`config.mk`:
```
export PLATFORM = sky130hd
export DESIGN_NAME = bsc_isqrt
export DESIGN_NICKNAME = d
export VERILOG_FILES = /design/src/bsc_isqrt.sv
export SDC_FILE = /design/constraint.sdc
export NUM_CORES = 1
export LEC_CHECK = 0
export BUFFER_PORTS_ARGS = -buffer_cell sky130_fd_sc_hd__buf_4
export CELL_PAD_IN_SITES_DETAIL_PLACEMENT = 0
export CELL_PAD_IN_SITES_GLOBAL_PLACEMENT = 2
export CORE_ASPECT_RATIO = 1.75
export CORE_UTILIZATION = 45
export DETAILED_ROUTE_END_ITERATION = 8
export GPL_ROUTABILITY_DRIVEN = 0
export PLACE_DENSITY_LB_ADDON = 0.1
export SYNTH_ARGS = -nofsm -noshare
export SYNTH_HDL_FRONTEND = slang
export SYNTH_SLANG_ARGS = --single-unit
```
`constraint.sdc`:
```
create_clock -name clk -period 4.5 [get_ports clk]
set_input_delay 1.125 -clock clk [delete_from_list [all_inputs] [get_ports clk]]
set_output_delay 1.125 -clock clk [all_outputs]
set_load 0.005 [all_outputs]
```
`src/bsc_isqrt.sv`:
```
`timescale 1ns / 1ps
// ----------------------------------------------------------------------------
// bsc_isqrt
// Pipelined integer square root, one result bit per stage, floor result.
// ----------------------------------------------------------------------------
module bsc_isqrt #(
    parameter int RW = 15
) (
    input  logic            clk,
    input  logic            en,
    input  logic [2*RW-1:0] rad,
    output logic [RW-1:0]   root
);

    logic [2*RW-1:0] rad_reg  [RW];
    logic [RW+1:0]   rem_reg  [RW];
    logic [RW-1:0]   root_reg [RW];

    genvar i;
    generate
        for (i = 0; i < RW; i++)
        begin : g_step
            logic [2*RW-1:0] rad_p;
            logic [RW+1:0]   rem_p;
            logic [RW-1:0]   root_p;
            logic [RW+3:0]   rem_sh;
            logic [RW+3:0]   trial;
            logic            ge;
            logic [2*RW-1:0] rad_next;
            logic [RW+1:0]   rem_next;
            logic [RW-1:0]   root_next;

            // previous stage or pipeline input
            if (i == 0)
            begin : g_first
                assign rad_p  = rad;
                assign rem_p  = '0;
                assign root_p = '0;
            end
            else
            begin : g_rest
                assign rad_p  = rad_reg[i-1];
                assign rem_p  = rem_reg[i-1];
                assign root_p = root_reg[i-1];
            end

            // bring down two radicand bits and try root*4+1
            always_comb
            begin
                rem_sh    = {rem_p, rad_p[2*RW-1 -: 2]};
                trial     = {2'b00, root_p, 2'b01};
                ge        = (rem_sh >= trial);
                rem_next  = ge ? (RW+2)'(rem_sh - trial) : (RW+2)'(rem_sh);
                root_next = {root_p[RW-2:0], ge};
                rad_next  = {rad_p[2*RW-3:0], 2'b00};
            end

            always_ff @(posedge clk)
            begin
                if (en)
                begin
                    rad_reg[i]  <= rad_next;
                    rem_reg[i]  <= rem_next;
                    root_reg[i] <= root_next;
                end
            end
        end
    endgenerate

    assign root = root_reg[RW-1];

endmodule

```
==> flow_summary.ini, run 1 <==
[drt]
wl_met1_um = 16000
top_layer = met4
routed_via_density = 5.38
num_vias = 14922
met3_length_um = 1280
antenna_left = 0
firstDrtPassIters = 5
wl_um = 52300
drcViolationCount = 0
wl_met2_um = 31900
drt_iter0_drc = 771
avgRoutedWirePerCell_um = 18.9

[synth]
netlist_top_cells_count = 550 x edfxtp_1, 169 x inv_1, 156 x nor2_1, 135 x ha_1, 110 x a21oi_1
synth_cells = 1938
synth-main-ff-cell = edfxtp_1
synthDistinctLibCells = 74
yosysTopAreaCell = edfxtp_1
yosys_register_bits = 550
yosysMostFrequentCell = edfxtp_1
syn_nets = 2105
netlist_top_cells_area = edfxtp_1 65%, ha_1 6.6%, xnor2_1 2.5%
synth-edff-count = 550
synth_top_area_share_pct = 64.6
synth_area_per_cell_um2 = 13.2
ys_seq_area_share_pct = 64.6
yosys_warnings = 0
synthArstFlopShare_pct = 0
syn_area_um2 = 25600

[clock_network]
numCtsBuffers = 50
htree_levels = 2
cts_sinks = 550
cts_tree = built
holdBufCountCts = 0
cts_setup_buffers = 0
insertion_delay_ps = 600
cts-root-buf = clkbuf_16
cts.reportedPaths.clkPinSlew_ps = 60
cts_buffer_depth = 3
ctsResizeCount = 0

[power]
ir_drop_mv = 0.356
power.density_nw_per_um2 = 449
finalPower_w = 0.0128
p_leak_nw = 11.0

[setup_path]
cp_top_family = compound AO/OA/AOI/OAI gates
critical_path_arrival_ps = 3790
worstSetupStartpointType = flop
required_ps = 4830
cp_cell_sequence = ha_1, o21ai_1, a22oi_1, a221oi_1, a31oi_2, nor2b_1, mux2_2
critPathSlowestCell = a221oi_1
critPathBufInv = 0
critPathKind = flop to flop
critical-path-max-stage-delay_ps = 810
crit_fanout = 15
crit_path_end_kind = flop

[final_layout]
drive_gt1_share_pct = 8.74
diodes = 0
largest_register_ffs = 220
area_delta_synth_final_pct = 11.9
fin_nets = 2199
fill_cells = 4854

[global_routing]
grt.total_usage_pct = 18.4
grt_start_max_net_pins = 79
antenna_found_initial = 0
grt-ovfl-total = 0
grt_pass1_vias = 15674
grt_pass1_wl_um = 81100

[timing]
clock_skew_ps = 30.1
setup_viol = 0
maxSlewViolCount = 0
rsz0062_at_grt = false
period_share_pct = 76.9
fmax_ghz = 0.289
fin_crit_ps = 3460
worstMarginPinSlew_ps = 1070
slew_headroom_pct = 27.5
finalHoldViolCount = 0
finalSetupTns_ps = 0

[die]
fp-row-count = 115
initial_core_util_pct = 45.6
dieArea_um2 = 57800
boundaryPins = 47
die_w_um = 182
fp.dieH_um = 317
core_area_um2 = 56100

[flow_run]
cap_violations = 0

[place]
portBuffers = 46
place_hpwl_um = 39200

[run_status]
outcome = completed

[hold_path]
min-delay-path-class = flop to flop
-- layout make-up --
cell class	count	area, um^2	share of cell area, %
clock buffers	54	1270	4.43
multi-input cells	1188	8300	29.0
inverters	175	657	2.30
flip-flops and latches	550	16500	57.8
clock inverters	37	408	1.43
repair buffers	67	573	2.00
well taps	702	878	3.07
-- report_power, final --
group	internal, W	switching (W)
Sequential	0.00629	0.000309
Clock	0.00246	0.00191
Combinational	0.000808	0.00106
-- logic make-up after synthesis --
kind of cell / Yosys count / share of synthesized area, %
fa+ha+maj: 135 / 6.61
buf+inv: 200 / 3.00
mux: 34 / 1.46
simple gates: 510 / 10.3
xor+xnor: 144 / 4.93
compound gates: 364 / 9.13
other cells: 1 / 0.0147
flops: 550 / 64.6
-- cells in the final DEF, fill, tap and decap left out, types with 8 or more instances in the layout --
cell	count
a31oi_1	9
edfxtp_1	550
o21ai_0	43
a211o_1	9
o211ai_1	8
nand2_1	84
nor4_1	30
or3_1	29
nand3_1	30
a21o_1	32
nor3_1	42
or4_1	11
mux2_1	12
nand2b_1	18
and2_1	16
nand3b_1	9
nand4_1	22
a21oi_1	110
inv_1	169
clkbuf_16	50
nor2_1	156
o21a_1	34
o31ai_1	12
clkinv_2	13
xor2_1	71
ha_1	135
clkinvlp_4	8
o21ai_1	34
mux2_2	15
nor2b_1	19
xnor2_1	73
buf_4	61
-- final timing paths --
path | startpoint | endpoint | slack [ps] | cells after the start
max reg2reg | rem_reg[1][34]$_DFFE_PP_ | rem_reg[1][67]$_DFFE_PP_ | 1040 | 7
min | rad_reg[0][76]$_DFFE_PP_ | rad_reg[0][106]$_DFFE_PP_ | 420 | 0
min reg2reg | rad_reg[0][76]$_DFFE_PP_ | rad_reg[0][106]$_DFFE_PP_ | 420 | 0
max | rem_reg[1][34]$_DFFE_PP_ | rem_reg[1][67]$_DFFE_PP_ | 1040 | 7
-- worst reg2reg max path: cells and delay by family (launching register included) --
kind	cells	cell delay, ps
AOI/OAI and AO/OA	4	1820
adders and majority gates	1	440
DFF	1	400
and+or+nand+nor	1	290
muxes	1	260
-- per-stage QoR --
step	instances	worst slack, ps	cell area [um^2]	util [%]	hold slack, ps
after floorplan	1938	1810	25600	-	400
after CTS	2773	1010	28600	51.0	416
after global routing	2773	868	28600	51.0	421
final	2773	1040	28600	51.0	418
after detailed placement	2682	1050	26900	48.0	405
after global placement	2682	1050	26900	48.0	401
-- layer usage --
layer / track usage, % / vias to the layer above
met5: 0 / -
met4: 11.2 / 0
met3: 2.30 / 125
met2: 39.8 / 224
met1: 15.0 / 7183
li1: - / 7390
(Power assumes the default switching activity.)
==> inputs of run 2 (changes only) <==
==> constraint.sdc (replaced) <==
create_clock -name clk -period 3.5 [get_ports clk]
set_input_delay 0.875 -clock clk [delete_from_list [all_inputs] [get_ports clk]]
set_output_delay 0.875 -clock clk [all_outputs]
set_load 0.005 [all_outputs]
==> flow_summary.ini, run 2 (synthesis results as in run 1) <==
[clock_network]
holdBufCountCts = 0
cts_sinks = 550
cts-root-buf = clkbuf_16
cts_buffer_depth = 3
cts_setup_buffers = 0
cts.reportedPaths.clkPinSlew_ps = 60
insertion_delay_ps = 600
ctsResizeCount = 0
cts_tree = built
numCtsBuffers = 51
htree_levels = 2

[global_routing]
grt.total_usage_pct = 18.9
grt_pass1_vias = 15891
grt-ovfl-total = 0
grt_start_max_net_pins = 71
grt_pass1_wl_um = 82800
antenna_found_initial = 1

[timing]
rsz0062_at_grt = false
setup_viol = 0
worstMarginPinSlew_ps = 722
fin_crit_ps = 3130
slew_headroom_pct = 51.5
maxSlewViolCount = 0
finalSetupTns_ps = 0
setup_ws_ps = 374
fmax_ghz = 0.320
clock_skew_ps = 18.4
finalHoldViolCount = 0
period_share_pct = 89.3

[final_layout]
largest_register_ffs = 220
final_cell_mix = 550 x edfxtp_1, 169 x inv_1, 156 x nor2_1
fin_nets = 2220
mostFrequentLayoutCell = edfxtp_1
area_delta_synth_final_pct = 12.4
drive_gt1_share_pct = 9.51

[drt]
wl_um = 54000
antenna_left = 0
drcViolationCount = 0
drt_iter0_drc = 781
avgRoutedWirePerCell_um = 19.3
routed_via_density = 5.44
num_vias = 15207
firstDrtPassIters = 5

[place]
dp_slack_ps = 218
portBuffers = 46
place_hpwl_um = 40600

[flow_run]
cap_violations = 0

[setup_path]
critical_path_arrival_ps = 3490
worstSetupStartpointType = flop
required_ps = 3870
crit_path_end_kind = flop
crit_fanout = 25
critPathKind = flop to flop

[die]
die_w_um = 182
fp-row-count = 115
core_area_um2 = 56100
initial_core_util_pct = 45.6
boundaryPins = 47
dieArea_um2 = 57800
fp.dieH_um = 317

[power]
p_leak_nw = 11.1
ir_drop_mv = 0.376
power.density_nw_per_um2 = 575

[hold_path]
min-delay-path-class = flop to flop

[run_status]
outcome = completed
## run 2: changes by cell type in the layout (fill, tap and decap cells not counted), moves of 2 or more
cell and change:
buf_4 +19, clkinv_2 -6, clkinv_4 +5, bufinv_16 -2
clkinv_1 +2, inv_6 +2
## run 2: final timing paths
check / start / to / slack [ps] / depth (start not counted)
worst min register to register: rad_reg[0][93]$_DFFE_PP_ / rad_reg[0][123]$_DFFE_PP_ / 400 / 0
worst min-delay path: rad_reg[0][93]$_DFFE_PP_ / rad_reg[0][123]$_DFFE_PP_ / 400 / 0
worst max register to register: rem_reg[1][24]$_DFFE_PP_ / rem_reg[1][45]$_DFFE_PP_ / 370 / 8
worst max-delay path: rem_reg[1][24]$_DFFE_PP_ / rem_reg[1][45]$_DFFE_PP_ / 370 / 8
## run 2: report_power, final
group | switching, W | total (W) | internal [W]
registers | 0.000405 | 0.00849 | 0.00808
clock network | 0.00250 | 0.00558 | 0.00307
logic | 0.00140 | 0.00246 | 0.00106
## run 2: final cells by class
class                           count  area (um^2)
Fill cell                        4848        27400
Sequential cell                   550        16500
Multi-Input combinational cell   1188         8300
Clock buffer                       56         1290
Tap cell                          702          878
Timing Repair Buffer               87          736
Inverter                          175          657
Clock inverter                     36          363
Antenna cell                        1         2.50
## run 2: stage by stage
step | instance area (um^2) | util [%] | power, W | hold slack (ps) | instances
after detailed placement | 27100 | 48.3 | 0.0111 | 405 | 2702
after CTS | 28700 | 51.2 | 0.0168 | 401 | 2794
final | 28700 | 51.2 | 0.0165 | 405 | 2795
after global routing | 28700 | 51.2 | 0.0172 | 415 | 2795
after global placement | 27100 | 48.3 | 0.0111 | 400 | 2702
after floorplan | 25600 | - | 0.0102 | 400 | 1938
## run 2: layer usage
layer | up-vias | wire length, um | GRT usage, %
met2 | 252 | 33100 | 41.1
met5 | - | 0 | 0
met4 | 0 | 3550 | 12.2
met1 | 7362 | 16200 | 15.1
li1 | 7434 | - | -
met3 | 159 | 1170 | 2.07
## run 2: worst max-delay path, cell delays in order, from the launching register on
cell and delay, ps:
edfxtp_1 430, ha_1 380, nand4_1 390, nor3_1 630
nor4_1 200, nand3_1 130, buf_4 290, nor2_1 70
a311oi_1 370
==> inputs of run 3 (changes only) <==
--- a/config.mk
+++ b/config.mk
@@ -10,6 +10,7 @@
 export CELL_PAD_IN_SITES_GLOBAL_PLACEMENT = 2
 export CORE_ASPECT_RATIO = 1.75
 export CORE_UTILIZATION = 45
+export CTS_CLUSTER_SIZE = 40
 export DETAILED_ROUTE_END_ITERATION = 8
 export GPL_ROUTABILITY_DRIVEN = 0
 export PLACE_DENSITY_LB_ADDON = 0.1
==> constraint.sdc (replaced) <==
create_clock -name clk -period 3.71 [get_ports clk]
set_input_delay 0.9275 -clock clk [delete_from_list [all_inputs] [get_ports clk]]
set_output_delay 0.9275 -clock clk [all_outputs]
set_load 0.005 [all_outputs]
==> flow_summary.ini, run 3 (synthesis results as in run 1) <==
[run_status]
outcome = completed

[setup_path]
critPathBufInv = 1
reg2reg_depth = 7
timing.rr.start = rem_reg[1][24]$_DFFE_PP_
critPathKind = flop to flop
worstSetupStartpointType = flop
crit_path_end_kind = flop
crit_fanout = 25
critical-path-max-stage-delay_ps = 730
cp_cell_sequence = ha_1, nand4_1, nor3_1, nor4_1, nand3_1, buf_4, mux2_1
timing.rr.end = rem_reg[1][41]$_DFFE_PP_
critPathSlowestCell = nor3_1
rrSetupSlack_ps = 470
critical_path_arrival_ps = 3570
required_ps = 4040
cp_top_family = simple AND/OR/NAND/NOR gates

[clock_network]
ctsResizeCount = 0
cts_sinks = 550
htree_levels = 2
cts_tree = built
cts-root-buf = clkbuf_16
cts_setup_buffers = 0
insertion_delay_ps = 590
numCtsBuffers = 52
cts_buffer_depth = 3
holdBufCountCts = 0
cts.reportedPaths.clkPinSlew_ps = 60

[drt]
num_vias = 15080
avgRoutedWirePerCell_um = 19.2
firstDrtPassIters = 5
antenna_left = 0
drcViolationCount = 0
drt_iter0_drc = 804
routed_via_density = 5.41
wl_um = 53500

[die]
boundaryPins = 47
core_area_um2 = 56100
dieArea_um2 = 57800
fp-row-count = 115
fp.dieH_um = 317
die_w_um = 182
initial_core_util_pct = 45.6

[timing]
slew_headroom_pct = 38.4
fin_crit_ps = 3240
period_share_pct = 87.3
worstMarginPinSlew_ps = 916
setup_ws_ps = 470
finalHoldViolCount = 0
rsz0062_at_grt = false
maxSlewViolCount = 0
finalSetupTns_ps = 0
clock_skew_ps = 11.8
fmax_ghz = 0.309
setup_viol = 0

[final_layout]
stdcell_area_um2 = 28700
drive_gt1_share_pct = 9.06
fin_nets = 2212
mostFrequentLayoutCell = edfxtp_1
final_cell_mix = 550 x edfxtp_1, 169 x inv_1, 156 x nor2_1
area_delta_synth_final_pct = 12.2
largest_register_ffs = 220
diodes = 0
fin_util_pct = 51.1
fill_cells = 4866

[place]
postPlaceCellArea_um2 = 27000
place_hpwl_um = 40200
portBuffers = 46
dp_slack_ps = 403

[global_routing]
grt_start_max_net_pins = 89
grt-ovfl-total = 0
grt.total_usage_pct = 18.7
grt_pass1_wl_um = 82000
grt_pass1_vias = 15890
antenna_found_initial = 0

[power]
finalPower_w = 0.0155
ir_drop_mv = 0.363
power.density_nw_per_um2 = 541
p_leak_nw = 11.1

[hold_path]
hold_path_depth = 0
min-delay-start = rad_reg[0][97]$_DFFE_PP_
min-delay-path-class = flop to flop
whs_endpoint = rad_reg[0][127]$_DFFE_PP_

[flow_run]
cap_violations = 0
[run 3: cell count changes in the layout (fill, tap and decap cells not counted)]
cell / before / now
buf_12: 6 / 8
buf_4: 80 / 69
bufinv_16: 5 / 4
clkbuf_1: 5 / 4
clkbuf_16: 51 / 53
clkinv_1: 7 / 13
clkinv_2: 7 / 16
clkinv_4: 7 / 1
clkinvlp_4: 7 / 3
diode_2: 1 / 0
inv_6: 2 / 1
[run 3: worst max-delay path by stage]
stage | startpoint | end | slack [ps] | depth (start not counted)
finish | rem_reg[1][24]$_DFFE_PP_ | rem_reg[1][41]$_DFFE_PP_ | 470 | 7
global route | rem_reg[1][25]$_DFFE_PP_ | rem_reg[1][41]$_DFFE_PP_ | 370 | 7
CTS | rem_reg[1][23]$_DFFE_PP_ | rem_reg[1][41]$_DFFE_PP_ | 410 | 7
detailed placement | rem_reg[1][23]$_DFFE_PP_ | rem_reg[1][41]$_DFFE_PP_ | 400 | 7
global placement | rem_reg[1][23]$_DFFE_PP_ | rem_reg[1][41]$_DFFE_PP_ | 390 | 7
floorplan | rem_reg[1][39]$_DFFE_PP_ | rem_reg[1][59]$_DFFE_PP_ | 1020 | 7
[run 3: worst register-to-register path, cell delays in order (launching register included)]
cell	delay, ps
edfxtp_1	420
ha_1	400
nand4_1	370
nor3_1	730
nor4_1	210
nand3_1	140
buf_4	290
mux2_1	410
[run 3: metal layers]
metal	global-route usage, %	wire [um]	part of all wire [%]
met1	14.5	15900	30
met2	41.4	33300	62
met4	11.2	3180	5.9
met5	0	0	0
met3	2.00	1050	2.0
[run 3: cell type report]
type	count	area (um^2)	share of cell area, %
timing repair buffer	78	693	2.42
multi-input combinational	1188	8300	28.9
inverter	175	657	2.29
clock buffer	57	1340	4.67
sequential	550	16500	57.6
clock inverter	39	309	1.08
tap	702	878	3.06
[run 3: stage by stage]
stage / hold slack (ps) / std cells
floorplan: 400 / 1938
global placement: 400 / 2693
detailed placement: 405 / 2693
CTS: 415 / 2789
global route: 419 / 2789
finish: 412 / 2789
[run 3: where the power goes]
| group | switching, W | internal [W] | leakage, nW |
|---|---|---|---|
| clock | 0.00230 | 0.00289 | 0.816 |
| combinational | 0.00132 | 0.000996 | 4.98 |
| sequential | 0.000371 | 0.00763 | 5.26 |
| total | 0.00400 | 0.0115 | 11.1 |
