--- src/bsc_pkg.sv ---
`timescale 1ns / 1ps
// ----------------------------------------------------------------------------
// bsc_pkg
// Shared constants for the bezier smoothing control point pipeline.
// ----------------------------------------------------------------------------
package bsc_pkg;

    // default coordinate format, unsigned Q10.4
    localparam int COORD_FRAC_BITS_DEF = 4;
    localparam int COORD_INT_BITS_DEF  = 10;

    // smoothness factor, unsigned Q0.16
    localparam int          SMOOTH_W     = 16;
    localparam logic [15:0] SMOOTH_RESET = 16'd49152;

    // length ratio, unsigned Q1.16 in 0..1.0 inclusive
    localparam int          RATIO_W = 17;
    localparam logic [16:0] Q16_ONE = 17'h10000;

    // product scale: offset = d * w * s / 2^33
    localparam int OFFSET_SHIFT = 33;

    // result format, signed 16 bit
    localparam int          OUT_W   = 16;
    localparam int          OUT_MAX = 32767;
    localparam int          OUT_MIN = -32768;
    localparam logic [15:0] OUT_POS = 16'h7fff;
    localparam logic [15:0] OUT_NEG = 16'h8000;

endpackage

--- src/bsc_ratio_div.sv ---
`timescale 1ns / 1ps
// ----------------------------------------------------------------------------
// bsc_ratio_div
// Pipelined restoring divider for num*2^16/den with num <= den.
// ----------------------------------------------------------------------------
module bsc_ratio_div #(
    parameter int LW = 15
) (
    input  logic                         clk,
    input  logic                         en,
    input  logic [LW-1:0]                num,
    input  logic [LW:0]                  den,
    output logic [bsc_pkg::RATIO_W-1:0]  quo
);

    localparam int SW = LW + 1;
    localparam int QW = bsc_pkg::RATIO_W;

    logic [SW-1:0] rem_reg [QW];
    logic [SW-1:0] den_reg [QW];
    logic [QW-1:0] quo_reg [QW];

    genvar i;
    generate
        for (i = 0; i < QW; i++)
        begin : g_step
            logic [SW-1:0] rem_p;
            logic [SW-1:0] den_p;
            logic [QW-1:0] quo_p;
            logic [SW:0]   rem_sh;
            logic          ge;
            logic [SW-1:0] rem_next;

            // first stage takes the integer bit, the rest one fraction bit each
            if (i == 0)
            begin : g_first
                assign rem_p  = {1'b0, num};
                assign den_p  = den;
                assign quo_p  = '0;
                assign rem_sh = {1'b0, rem_p};
            end
            else
            begin : g_rest
                assign rem_p  = rem_reg[i-1];
                assign den_p  = den_reg[i-1];
                assign quo_p  = quo_reg[i-1];
                assign rem_sh = {rem_p, 1'b0};
            end

            // compare and subtract
            always_comb
            begin
                ge       = (rem_sh >= {1'b0, den_p});
                rem_next = ge ? SW'(rem_sh - {1'b0, den_p}) : SW'(rem_sh);
            end

            always_ff @(posedge clk)
            begin
                if (en)
                begin
                    rem_reg[i] <= rem_next;
                    den_reg[i] <= den_p;
                    quo_reg[i] <= {quo_p[QW-2:0], ge};
                end
            end
        end
    endgenerate

    assign quo = quo_reg[QW-1];

endmodule

--- config.mk ---
export PLATFORM = sky130hd
export DESIGN_NAME = bsc_ratio_div
export DESIGN_NICKNAME = d
export VERILOG_FILES = /design/src/bsc_pkg.sv /design/src/bsc_ratio_div.sv
export SDC_FILE = /design/constraint.sdc
export NUM_CORES = 1
export LEC_CHECK = 0
export BUFFER_PORTS_ARGS = -buffer_cell sky130_fd_sc_hd__buf_2
export CAP_MARGIN = 20
export CORE_UTILIZATION = 50
export CTS_CLUSTER_DIAMETER = 60
export DETAILED_ROUTE_END_ITERATION = 10
export PLACE_DENSITY = 0.63
export SLEW_MARGIN = 40
export SYNTH_ARGS = -nofsm -noshare
export SYNTH_HDL_FRONTEND = slang
export SYNTH_SLANG_ARGS = --single-unit
export TNS_END_PERCENT = 1
--- constraint.sdc ---
create_clock -name clk -period 2.8 [get_ports clk]
set_input_delay 0.14 -clock clk [delete_from_list [all_inputs] [get_ports clk]]
set_output_delay 0.14 -clock clk [all_outputs]
set_load 0.02 [all_outputs]
==> metrics list, run 1 <==
* Worst setup margin: 0.0701 ns
* Initial DRC count: 1562
- Fraction of the yosys area taken by sequential cells: 0.557
* Final net count: 3605
* Pre-Repair DR Iteration Count: 5
* Leak: 0.0171 uW
- STA classifies the critical path startpoint as a register.
- Hold Path Sink: den_reg[0][111]
* Area of placed instances: 0.0384 mm2
- Detailed placement ended at an HPWL of 54400 um.
* R2R cell count: 10
- Dividing the detail-routed via count by the number of cells gives 5.47.
- Fraction of layout instances using a drive strength above 1: 0.142
- For this run, asynchronously set or reset flops after synthesis account for 0.
- In the final routed layout, each cell accounts on average for 17.2 um.
* Setup repair after global routing missed its margin: true
* Critical path fanouts, max: 25
- Number of I/O port buffers: 49
- In this run the deepest clock path goes through 3 buffers.
- For this run, the total global-route usage over all layers was measured as 0.203.
* Number of primary I/O pins: 50
- Once layout is complete, the cells apart from fillers number 4289.
* Number of routed nets with antenna violations: 0
- Distinct cell type count of the synthesized netlist: 87
* Die Y: 270 um
* Number of antenna violations at the first check in global routing: 0
* Capturing element type of the critical path: register
- OpenSTA, run right after detailed placement, puts the worst setup slack at -0.0162 ns.
* Clock insertion delay at the later pin of the skew report: 0.61 ns
- In this run the power density over the cells is 1130 mW/mm2.
- Post-synthesis register bit count: 665
- In this run, placement finished with an instance count of 4112.
- Wires add up to 73900 um.
- Start-to-end type of the worst setup path: register to register
- Counting every net in the synthesized netlist gives 3349.
* Vias in the first global route: 23200
- H-Tree Level Count: 3
* Hold Vio Cnt, Final: 0
- The worst-case IR drop observed on VDD is 553 uV.
* Worst-case register-to-register setup slack: 0.07 ns
- From synthesis to final layout, the design area changed by 15.8%.
* Number of sinks handled by clock tree synthesis: 665
- # rows: 97
- Total grt overflow: 0
* Max-slew violations: 0
- Die area: 0.0728 mm2
* Reg2reg start: den_reg[0][148]
- Run status: finished, final reports clean
- Setup violations remaining at the end of the flow were counted as 0.
* Actual transition at the worst max-transition pin: 0.692 ns
* Max Cap Viol: 0
- Instance count of the mapped netlist: 3030
- Avg Cell Area, Syn: 11.8 um2
- In this run the critical register-to-register path is captured at rem_reg[0][165].
- First-pass GRT wire length: 120000 um
- Of the available clock period, the critical path in the final layout requires 0.975.
- Total number of vias: 23500
- The Yosys step of the flow raised 0 warnings.
* Number of enable-type register cells in the synthesized netlist: 665
- Max transition margin: 0.534
- The floorplan step set the die width to 270 um.
* Std-Cell Core Area: 0.0705 mm2
- Final non-filler cell area: 0.0415 mm2
- The congestion estimate from routability-driven global placement came to 0.860.
* Register clock-pin slew on the reported worst setup and hold paths: 0.06 ns
* Buffer cell driving the clock tree root: sky130_fd_sc_hd__clkbuf_16
- Diodes inserted: 0
- TritonCTS built the clock tree.
* Summed instance area of the synthesized netlist: 0.0359 mm2
- Time the final worst path needs with I/O delays and setup: 2.73 ns
* Filler Cells Inserted: 5755
- Leading register cell type out of synthesis: sky130_fd_sc_hd__edfxtp_1
- WP data arrival: 3.12 ns
- On the final layout, the worst clock skew is 0.0231 ns.
- Drt drc: 0
- Maximum number of pins on one net before global-route repair: 91
* Highest attainable clock frequency: 0.366 GHz
- Min-delay src: en
- Critical Path RT: 3.19 ns
* Hold Path Depth: 1
- The initial utilization of the core area, before any placement, comes to 0.508.
* TritonCTS Buffers: 80
* Path class of the lowest-slack min-delay path: primary input to register
[metrics by stage]
| stage | power, uW | TNS (ns) | hold WS, ns | utilization |
|---|---|---|---|---|
| 2_1_floorplan | 30500 | 0 | 0.239 | - |
| 3_3_place_gp | 36100 | 0 | 0.331 | 0.544 |
| 3_5_place_dp | 36600 | -0.0162 | 0.334 | 0.544 |
| 4_1_cts | 47000 | 0 | 0.0199 | 0.585 |
| 5_1_grt | 50300 | -0.198 | 0.0342 | 0.589 |
| 6_report | 47000 | 0 | 0.0377 | 0.589 |
[report_power, final]
part	switching (uW)	internal, uW	total (uW)
logic	11100	9650	20800
registers	1440	14700	16200
clock network	4020	6020	10000
total	16600	30400	47000
[per-layer routing]
| layer | share of wire | vias up | global-route usage |
|---|---|---|---|
| li1 | - | 11600 | - |
| met1 | 0.45 | 11200 | 0.273 |
| met2 | 0.48 | 462 | 0.337 |
| met3 | 0.039 | 149 | 0.0300 |
| met4 | 0.032 | 0 | 0.0701 |
| met5 | 0 | - | 0 |
[cell type report]
| class | instances | area [um2] | area share |
|---|---|---|---|
| Sequential cell | 665 | 20000 | 0.481 |
| Multi-Input combinational cell | 1973 | 14600 | 0.351 |
| Clock buffer | 95 | 2100 | 0.0506 |
| Timing Repair Buffer | 225 | 1920 | 0.0464 |
| Inverter | 341 | 1280 | 0.0308 |
| Tap cell | 940 | 1180 | 0.0283 |
| Clock inverter | 50 | 468 | 0.0113 |
[placed cells by master, fill, tap and decap left out, types with 21 or more instances in the layout]
cell,Yosys,layout
sky130_fd_sc_hd__nand3_1,41,41
sky130_fd_sc_hd__o21a_1,29,28
sky130_fd_sc_hd__o21ai_0,217,212
sky130_fd_sc_hd__nand2b_1,47,47
sky130_fd_sc_hd__inv_1,339,339
sky130_fd_sc_hd__xnor2_1,103,103
sky130_fd_sc_hd__a21oi_1,195,188
sky130_fd_sc_hd__buf_4,9,122
sky130_fd_sc_hd__xor2_1,80,80
sky130_fd_sc_hd__nor2_1,122,122
sky130_fd_sc_hd__a211oi_1,29,28
sky130_fd_sc_hd__ha_1,270,268
sky130_fd_sc_hd__a21o_1,104,104
sky130_fd_sc_hd__mux2_2,76,76
sky130_fd_sc_hd__buf_2,18,48
sky130_fd_sc_hd__nor3_1,34,33
sky130_fd_sc_hd__nand4_1,35,35
sky130_fd_sc_hd__edfxtp_1,665,665
sky130_fd_sc_hd__a31oi_1,28,24
sky130_fd_sc_hd__nor2b_1,48,48
sky130_fd_sc_hd__nand2_1,236,235
sky130_fd_sc_hd__clkbuf_16,0,82
sky130_fd_sc_hd__dlygate4sd3_1,0,31
sky130_fd_sc_hd__buf_12,0,21
[how the worst max path moves through the flow]
stage / from / endpoint
after floorplan: den_reg[0][129] / rem_reg[0][152]
after CTS: rem_reg[0][64] / rem_reg[0][94]
after global routing: rem_reg[0][32] / rem_reg[0][62]
after global placement: rem_reg[0][77] / rem_reg[0][95]
final: den_reg[0][148] / rem_reg[0][165]
after detailed placement: rem_reg[0][64] / rem_reg[0][94]
[kinds of logic after synthesis]
family	after synthesis	share of synthesized area
compound gates	761	0.135
xor+xnor	183	0.0447
flops	665	0.557
simple gates	656	0.0893
fa+ha+maj	286	0.103
buf+inv	392	0.0435
mux	87	0.0276
[Yosys cell counts, types with 16 or more instances]
cell,n,area share
sky130_fd_sc_hd__a211oi_1,29,0.0061
sky130_fd_sc_hd__a21o_1,104,0.022
sky130_fd_sc_hd__a21oi_1,195,0.027
sky130_fd_sc_hd__a31oi_1,28,0.0049
sky130_fd_sc_hd__buf_2,18,0.0025
sky130_fd_sc_hd__clkbuf_1,18,0.0019
sky130_fd_sc_hd__edfxtp_1,665,0.56
sky130_fd_sc_hd__fa_1,16,0.0089
sky130_fd_sc_hd__ha_1,270,0.094
sky130_fd_sc_hd__inv_1,339,0.035
sky130_fd_sc_hd__mux2_2,76,0.024
sky130_fd_sc_hd__nand2_1,236,0.025
sky130_fd_sc_hd__nand2b_1,47,0.0082
sky130_fd_sc_hd__nand3_1,41,0.0057
sky130_fd_sc_hd__nand4_1,35,0.0061
sky130_fd_sc_hd__nor2_1,122,0.013
sky130_fd_sc_hd__nor2b_1,48,0.0084
sky130_fd_sc_hd__nor3_1,34,0.0047
sky130_fd_sc_hd__o21a_1,29,0.0061
sky130_fd_sc_hd__o21ai_0,217,0.030
sky130_fd_sc_hd__o31ai_1,18,0.0038
sky130_fd_sc_hd__xnor2_1,103,0.025
sky130_fd_sc_hd__xor2_1,80,0.020
[critical path: stages (launching register included)]
cell and delay (ns):
sky130_fd_sc_hd__edfxtp_1 0.42, sky130_fd_sc_hd__inv_1 0.06, sky130_fd_sc_hd__ha_1 0.41, sky130_fd_sc_hd__nand3_1 0.14, sky130_fd_sc_hd__o21bai_2 0.24, sky130_fd_sc_hd__a21oi_1 0.23
sky130_fd_sc_hd__nor3b_2 0.10, sky130_fd_sc_hd__o2bb2ai_1 0.18, sky130_fd_sc_hd__a21o_1 0.24, sky130_fd_sc_hd__buf_12 0.16, sky130_fd_sc_hd__o21ai_0 0.32
[repair_timing]
action	in CTS	in global routing
setup endpoints to repair	4	140
setup buffers	0	1
hold buffers	31	0
endpoints found under the hold margin	31	0
resized for setup	3	50
pin swaps	2	5
Note: power is estimated with default switching activity, not from simulation.
==> inputs of run 2 (changes only) <==
- clock period: 2.8 -> 3.5 ns (I/O delays scaled with it)
==> run 2 against run 1 <==
- global-route usage fell by 0.17 points
- combinational power fell by 28%
- total power fell by 23%
- via count fell by 2.0%
- critical path type unchanged
- worst hold slack improved by 0.082 ns
- largest power group unchanged
==> metrics list, run 2 (same netlist as run 1, synthesis figures left out) <==
- Run status: finished, final reports clean (unchanged).
* Number of I/O port buffers: 49 (unchanged)
* Die area: 0.0728 mm2 (unchanged)
- The measured slew at the worst slew-check pin was 0.855 ns (was 0.692 ns).
* TritonCTS clock tree: built (unchanged)
- Post-CTS Repair Setup Buffers: 0 (unchanged)
- Initial DRC count: 1645 (was 1562)
- Total number of vias: 23000 (was 23500)
- Critical Path RT: 3.86 ns (was 3.19 ns)
* Critical Path Start Type: register (unchanged)
- The total wirelength of the detailed-routed design was 73000 um (was 73900 um).
* Number of routed nets with antenna violations: 0 (unchanged)
- The pin count of the biggest net entering global routing came to 84 (was 91).
- The maximum frequency from static timing analysis came to 0.318 GHz (was 0.366 GHz).
- Average vias per placed instance: 5.51 (was 5.47)
- The net count reported at finish came to 3490 (was 3605).
* Number of primary I/O pins: 50 (unchanged)
- The number of clock sinks was 665 (unchanged).
* Capturing element type of the critical path: register (unchanged)
- The layout filler cell count was 5821 (was 5755).
- Register clock-pin slew on the reported worst setup and hold paths: 0.05 ns (was 0.06 ns)
- The max-slew violation count came to 0 (unchanged).
- Std-Cell Core Area: 0.0705 mm2 (unchanged)
- Final setup violation count: 0 (unchanged)
- Sum of net half-perimeters after detailed placement: 53500 um (was 54400 um)
- The initial antenna violation count came to 0 (unchanged).
* Total grt overflow: 0 (unchanged)
- The number of rows created at floorplan was 97 (unchanged).
- Time the final worst path needs with I/O delays and setup: 3.15 ns (was 2.73 ns)
- Final weighted congestion in routability-driven placement: 0.900 (was 0.860)
- Hold Vio Cnt, Final: 0 (unchanged)
- Setup repair after global routing missed its margin: false (was true)
- Effective utilization at floorplan: 0.508 (unchanged)
* Buffers from clock root to sink, at most: 3 (unchanged)
- Buffer cell driving the clock tree root: sky130_fd_sc_hd__clkbuf_16 (unchanged)
* Vias in the first global route: 22600 (was 23200)
* Power density relative to cell area: 895 mW/mm2 (was 1130 mW/mm2)
- Most frequent cells in the layout: sky130_fd_sc_hd__edfxtp_1, sky130_fd_sc_hd__inv_1, sky130_fd_sc_hd__ha_1 (unchanged).
* Most common cell after layout, fill and taps aside: sky130_fd_sc_hd__edfxtp_1 (unchanged)
* Worst vdd ir: 514 uV (was 553 uV)
* All-Layer GR Usage: 0.201 (was 0.203)
- The maximum level of the CTS H-tree came to 3 (unchanged).
- The category of the critical setup timing path is register to register (unchanged).
* Leak: 0.0165 uW (was 0.0171 uW)
- Die W: 270 um (unchanged)
- Fraction of layout instances using a drive strength above 1: 0.101 (was 0.142)
- Max transition margin: 0.430 (was 0.534)
* Clk_skew: 0.0206 ns (was 0.0231 ns)
- Worst setup margin: 0.353 ns (was 0.0701 ns)
- Pre-Repair DR Iteration Count: 7 (was 5)
- The max-capacitance violation count came to 0 (unchanged).
- Path class of the lowest-slack min-delay path: primary input to register (unchanged)
* WP data arrival: 3.51 ns (was 3.12 ns)
- First-pass GRT wire length: 119000 um (was 120000 um)
- Routed wire length per instance: 17.5 um (was 17.2 um)
* Drt drc: 0 (unchanged)
- The top fanout value on the critical path is 17 (was 25).
- Setup WS pre-CTS: 0.387 ns (was -0.0162 ns)
- The count of inserted antenna diode cells is 0 (unchanged).
- Ratio of final minimum period to clock period: 0.899 (was 0.975)
- Layout overhead on the synthesized area: 12.2% (was 15.8%)
* Setup TNS after final layout: 0 ns (unchanged)
* Clock insertion delay at the later pin of the skew report: 0.62 ns (was 0.61 ns)
* Die Y: 270 um (unchanged)
* TritonCTS Buffers: 78 (was 80)
* Number of instances resized during post-cts repair: 0 (was 3)
==> run 2: worst paths after layout <==
check / start / cells past startpoint / slack (ns) / endpoint
hold reg to reg: quo_reg[0][120] / 0 / 0.40 / quo_reg[0][138]
setup reg to reg: rem_reg[0][21] / 8 / 0.35 / rem_reg[0][36]
hold / removal: en / 1 / 0.12 / den_reg[0][110]
setup / recovery: rem_reg[0][21] / 8 / 0.35 / rem_reg[0][36]
==> run 2: final cells by class <==
class / count / area [um2] / area share
well taps: 940 / 1180 / 0.0292
clock buffers: 98 / 2110 / 0.0525
inverters: 341 / 1280 / 0.0318
repair buffers: 112 / 906 / 0.0225
multi-input cells: 1973 / 14400 / 0.357
flip-flops and latches: 665 / 20000 / 0.496
clock inverters: 45 / 449 / 0.0112
==> run 2: what timing repair did <==
item                                    4_1_cts  5_1_grt
endpoints found under the hold margin        32        0
endpoints found under the setup margin        0        0
hold buffers                                 31        0
==> run 2: power by group <==
part	switching (uW)	internal (uW)
Combinational	8410	6580
Sequential	1180	11800
Clock	3170	4880
==> run 2: worst max-delay path, cell delays in order (launching register included) <==
cell and delay [ns]:
sky130_fd_sc_hd__edfxtp_1 0.41, sky130_fd_sc_hd__ha_1 0.41, sky130_fd_sc_hd__nand4_1 0.16, sky130_fd_sc_hd__nor2_1 0.13, sky130_fd_sc_hd__a21boi_1 0.29, sky130_fd_sc_hd__nor2_1 0.12
sky130_fd_sc_hd__o221ai_1 0.31, sky130_fd_sc_hd__o21a_1 0.66, sky130_fd_sc_hd__mux2_2 0.41
==> run 2: per-stage QoR <==
step	power [uW]	cells	utilization	instance area, um2	hold WS (ns)
floorplan	24400	3030	-	35900	0.274
global placement	27600	4000	0.530	37400	0.365
CTS	36300	4174	0.571	40200	0.106
global route	38600	4174	0.571	40200	0.139
finish	36000	4174	0.571	40200	0.120
detailed placement	28000	4000	0.530	37400	0.369
==> run 2: layer usage <==
layer | wire length (um) | vias to the layer above | track usage
met5 | 0 | - | 0
met4 | 1800 | 0 | 0.0586
met3 | 2960 | 135 | 0.0334
met2 | 35100 | 458 | 0.341
met1 | 33100 | 11000 | 0.266
li1 | - | 11400 | -
